==> src/design/erpc_pkg.sv <==
// Shared constants, codes and types of the echelon rope profile checker.
package erpc_pkg;

	localparam int MAX_WIDTH = 4096;
	localparam int MAX_ROWS  = 4096;

	localparam int PIX_W = 8;
	localparam int LEN_W = 13;
	localparam int ROW_W = 12;
	localparam int CNT_W = 4;
	localparam int EQ_W  = 3;
	localparam int IDX_W = 2;

	localparam logic [LEN_W-1:0] WIDTH_CAP  = LEN_W'((MAX_WIDTH > 8191) ? 8191 : MAX_WIDTH);
	localparam logic [ROW_W-1:0] ROW_CAP    =
		ROW_W'(((MAX_ROWS - 1) > 4095) ? 4095 : (MAX_ROWS - 1));
	localparam logic [LEN_W-1:0] ECH_CAP    = {LEN_W{1'b1}};
	localparam logic [CNT_W-1:0] CNT_CAP    = {CNT_W{1'b1}};
	localparam logic [EQ_W-1:0]  FLAT_AFTER = EQ_W'(3);

	typedef enum logic [IDX_W-1:0] {
		REG_FG_VALUE,
		REG_MIN_ROWS,
		REG_MAX_ECHELONS
	} reg_idx_t;

	typedef enum logic [1:0] {
		TREND_NONE,
		TREND_GROW,
		TREND_SHRINK,
		TREND_FLAT
	} trend_t;

	// Row summary from the run measurement
	typedef struct packed {
		logic             has_rope;
		logic [LEN_W-1:0] len;
	} row_sum_t;

	// One result request
	typedef struct packed {
		logic             row_has_rope;
		logic [LEN_W-1:0] rope_length;
		trend_t           trend;
		logic [CNT_W-1:0] echelon_count;
		logic [ROW_W-1:0] first_echelon_row;
		logic             has_first_echelon;
		logic             violation;
		logic             frame_done;
		logic             frame_ok;
	} result_t;

endpackage

==> src/design/erpc_run.sv <==
// Per-row foreground run measurement.
module erpc_run (
	input  logic                       clk,
	input  logic                       arst_n,
	input  logic [erpc_pkg::PIX_W-1:0] fg_value,
	input  logic [erpc_pkg::PIX_W-1:0] pixel,
	input  logic                       step,
	input  logic                       row_done,
	output erpc_pkg::row_sum_t         sum
);

	logic                       begun_q, ended_q, broken_q;
	logic [erpc_pkg::LEN_W-1:0] count_q;
	logic                       begun_n, ended_n, broken_n;
	logic [erpc_pkg::LEN_W-1:0] count_n;

	// Fold the current pixel into the run state
	always_comb begin
		begun_n  = begun_q;
		ended_n  = ended_q;
		broken_n = broken_q;
		count_n  = count_q;
		if (pixel == fg_value) begin
			if (ended_q) begin
				broken_n = 1'b1;
			end else begin
				begun_n = 1'b1;
				if (count_q < erpc_pkg::WIDTH_CAP)
					count_n = count_q + 1'b1;
			end
		end else if (begun_q) begin
			ended_n = 1'b1;
		end
		sum.has_rope = begun_n && !broken_n;
		sum.len      = sum.has_rope ? count_n : '0;
	end

	// Advance per pixel, clear at row end
	always_ff @(posedge clk or negedge arst_n) begin
		if (!arst_n) begin
			begun_q  <= 1'b0;
			ended_q  <= 1'b0;
			broken_q <= 1'b0;
			count_q  <= '0;
		end else if (step) begin
			if (row_done) begin
				begun_q  <= 1'b0;
				ended_q  <= 1'b0;
				broken_q <= 1'b0;
				count_q  <= '0;
			end else begin
				begun_q  <= begun_n;
				ended_q  <= ended_n;
				broken_q <= broken_n;
				count_q  <= count_n;
			end
		end
	end

endmodule

==> config.mk <==
export PLATFORM = sky130hd
export DESIGN_NAME = erpc_run
export DESIGN_NICKNAME = d
export VERILOG_FILES = /design/src/design/erpc_pkg.sv /design/src/design/erpc_run.sv
export SDC_FILE = /design/constraint.sdc
export NUM_CORES = 1
export LEC_CHECK = 0
export BUFFER_PORTS_ARGS = -buffer_cell sky130_fd_sc_hd__clkbuf_2
export CAP_MARGIN = 15
export CORE_UTILIZATION = 40
export CTS_CLUSTER_DIAMETER = 80
export DETAILED_ROUTE_END_ITERATION = 7
export PLACE_DENSITY = 0.63
export RECOVER_POWER = 100
export SLEW_MARGIN = 10
export SYNTH_ARGS = -nofsm -noshare
export SYNTH_HDL_FRONTEND = slang
export SYNTH_SLANG_ARGS = --single-unit
==> constraint.sdc <==
create_clock -name clk -period 1.8 [get_ports clk]
set_input_delay 0.18 -clock clk [delete_from_list [all_inputs] [get_ports clk]]
set_output_delay 0.18 -clock clk [all_outputs]
set_load 0.01 [all_outputs]
==> out/results.tsv <==
stage	metric	value	unit
drt	via/cell ratio	6.39	
floorplanning	Top-Level Pins	34	
drt	Pre-antenna DRT Iters	5	
placed_design	DP HPWL	3460	um
floorplanning	Initial Util	43.4	%
yosys	Async SR Flop Fraction	100	%
sta	RSZ-0062 raised after global routing	true	
yosys	Commonest cells post-synth	16 x dfrtp_1, 14 x nand2_1, 14 x nand3_1, 13 x a21oi_1, 12 x nor4_1	
yosys	cell area after synthesis	1510	um^2
setup_path	Worst path max stage delay	0.54	ns
floorplanning	Core ar.	3470	um^2
placed_design	I/O Buffers	33	
clock_tree	CTS tree	done	
yosys	number of synthesized flops with an enable pin	0	
sta	fin crit share	130	%
sta	count of pins over their slew limit	0	
run_status	outcome	finished, violations left	
yosys	leading area contributor after synthesis	dfrtp_1	
clock_tree	CTS Buffer Depth	2	
sta	Max-slew headroom	29.4	%
placed_design	gp weighted congestion	0.872	
global_routing	largest net degree at the start of global routing	19	
power	Power Dens Cells	354	nW/um^2
setup_path	critical path type	flop to output port	
yosys	sequential fraction of the synthesis area	26.6	%
floorplanning	Die H	63.4	um
sta	Worst Tran Pin Value	1.06	ns
final_layout	share of layout cells above drive strength 1	57.1	%
floorplanning	# rows	21	
final_layout	area of the multi-input gates	1220	um^2
final_layout	register area	405	um^2
yosys	top cells by area, synth	dfrtp_1 27%, nor4_1 5.0%, nand3_1 4.7%, xor2_1 4.7%, a21oi_1 4.3%	
clock_tree	clk sinks	16	
setup_path	worst endpoint required time	1.62	ns
sta	Setup TNS	-7.87	ns
yosys	post-synth top area share	26.6	%
yosys	most frequent cell after synthesis	dfrtp_1	
power	worst vdd ir	0.438	mV
clock_tree	insertion delay to the later sink of the worst-skew pair	0.27	ns
setup_path	Worst setup EP type	output port	
final_layout	Final Util	74.7	%
clock_tree	number of buffers created by CTS	3	
sta	final setup violating endpoints	26	
yosys	post-synth cell types	56	
drt	vias post-DR	2097	
setup_path	maximum net fanout on the critical path	3	
yosys	Primary FF master, synth	dfrtp_1	
sta	worst hold slack	0.228	ns
power	Leakage	0.00123	uW
final_layout	nets	304	
drt	ANT nets after route	0	
floorplanning	die area	4020	um^2
floorplanning	Chip Width	63.4	um
yosys	Syn. warnings	0	
sta	Final Hold Fails	0	
clock_tree	root buf cell	clkbuf_8	
drt	residual DRC count	0	
sta	Fmax achieved	428	MHz
global_routing	first-pass GRT wire length	9140	um
global_routing	vias in the first global route	1902	
drt	WL/cell	21.8	um
final_layout	Area Overhead vs Synth	72.0	%
setup_path	slowest library cell on the worst path	or4_4	
drt	routed wire length	7160	um
setup_path	Critical Path Source Type	flop	
global_routing	initial antenna violation count	0	
sta	PnR worst setup slack	-0.538	ns
setup_path	CP Cell Sequence	nand4_2 -> or4_4 -> or2_4 -> and3_4 -> a211o_1 -> buf_2	
min_path	Tightest Hold Check Type	input pin to flop	
setup_path	CP Data Arrival Time	2.16	ns
yosys	syn_area_per_cell	8.37	um^2
yosys	Cells after Synth	180	
yosys	syn nets	201	
placed_design	Place WS	-0.378	ns
power	Power, Total	918	uW
sta	clk_skew	0.00464	ns
clock_tree	H-tree levels	1	
clock_tree	Worst-path clk slew	0.08	ns
setup_path	worst path bufs/invs	1	
global_routing	GRT Resource Usage Total	30.1	%
run_status	failing checks	setup timing	
sta	crit path time final	2.34	ns
run	max-cap violation count	0	
final_layout	Fill cells	220	
setup_path	kind of cell adding the most delay to the critical path	simple AND/OR/NAND/NOR gates	
global_routing	GR Overflow Total	0	
drt	DRT iter0 DRCs	236	
yosys	synthesis-stage register bit count	16	
final_layout	Diodes inserted	0	
[registers in the layout, indices dropped and copies added (netlist names)]
| signal | cells |
|---|---|
| begun_q | 1 |
| broken_q | 1 |
| count_q | 13 |
| ended_q | 1 |
[placed cells by master (no fill, tap or decap), types with 3 or more instances in the layout]
master    count
a211o_1       7
a21oi_1       9
a21oi_2       4
buf_2         9
buf_4        61
buf_6        18
clkbuf_2     22
clkbuf_8      4
dfrtp_1      14
inv_1         6
nand2_1      13
nand2b_1      3
nand3_1      10
nand4_1       3
nor2_1        3
nor2_4        3
nor4_1        6
nor4_2        3
nor4_4        4
o211ai_1      4
o21ai_1       6
or2_4         3
or4_1         5
xor2_1        8
[metal layers]
metal / global-route usage, % / vias to the layer above / wire (um)
met3: 6.70 / 28 / 648
met4: 12.8 / 0 / 249
met1: 35.4 / 1024 / 2830
met5: 0 / - / 0
li1: - / 890 / -
met2: 51.9 / 155 / 3430
[power by group]
group	total [uW]	switching [uW]	internal, uW
clock network	354	159	195
registers	374	6.47	367
logic	190	110	80.6
total	918	275	643
[through the flow]
step | cell area (um^2) | cells
after floorplan | 1540 | 180
after global placement | 1940 | 285
after detailed placement | 1940 | 285
after CTS | 2390 | 317
after global routing | 2590 | 328
final | 2590 | 328
[layout make-up]
cell class / count / area share, %
multi-input combinational: 144 / 47.1
timing repair buffer: 112 / 32.0
tap: 46 / 2.22
clock buffer: 4 / 2.12
sequential: 16 / 15.6
inverter: 6 / 0.869
[what timing repair did]
item | 4_1_cts | 5_1_grt
hold endpoints to repair | 16 | 0
setup buffers | 28 | 14
gates resized for setup | 45 | 39
hold buffers | 1 | 0
pin swaps | 24 | 22
endpoints found under the setup margin | 17 | 26
cloned | 0 | 0
[cells by family (layout without fill, tap and decap cells)]
family / after synthesis / in the layout / share of synthesized area, %
AND/OR/NAND/NOR: 82 / 82 / 34.1
AO/OA/AOI/OAI: 51 / 51 / 24.1
buffers and inverters: 20 / 122 / 8.55
flip-flops: 16 / 16 / 26.6
XOR/XNOR: 10 / 10 / 5.81
adder cells (fa/ha/maj): 1 / 1 / 0.830
[final timing paths]
path                        startpoint     endpoint  slack (ns)  cells after the start
hold reg to reg            count_q[10]  count_q[10]        0.65                      2
setup reg to reg            count_q[3]   count_q[9]       -0.32                     11
setup / recovery            count_q[3]      sum[11]       -0.54                      6
max in group asynchronous       arst_n      ended_q        0.43                      2
min in group asynchronous       arst_n   count_q[2]        0.61                      2
hold / removal                row_done      ended_q        0.23                      2
Note: power is estimated with default switching activity, not from simulation.
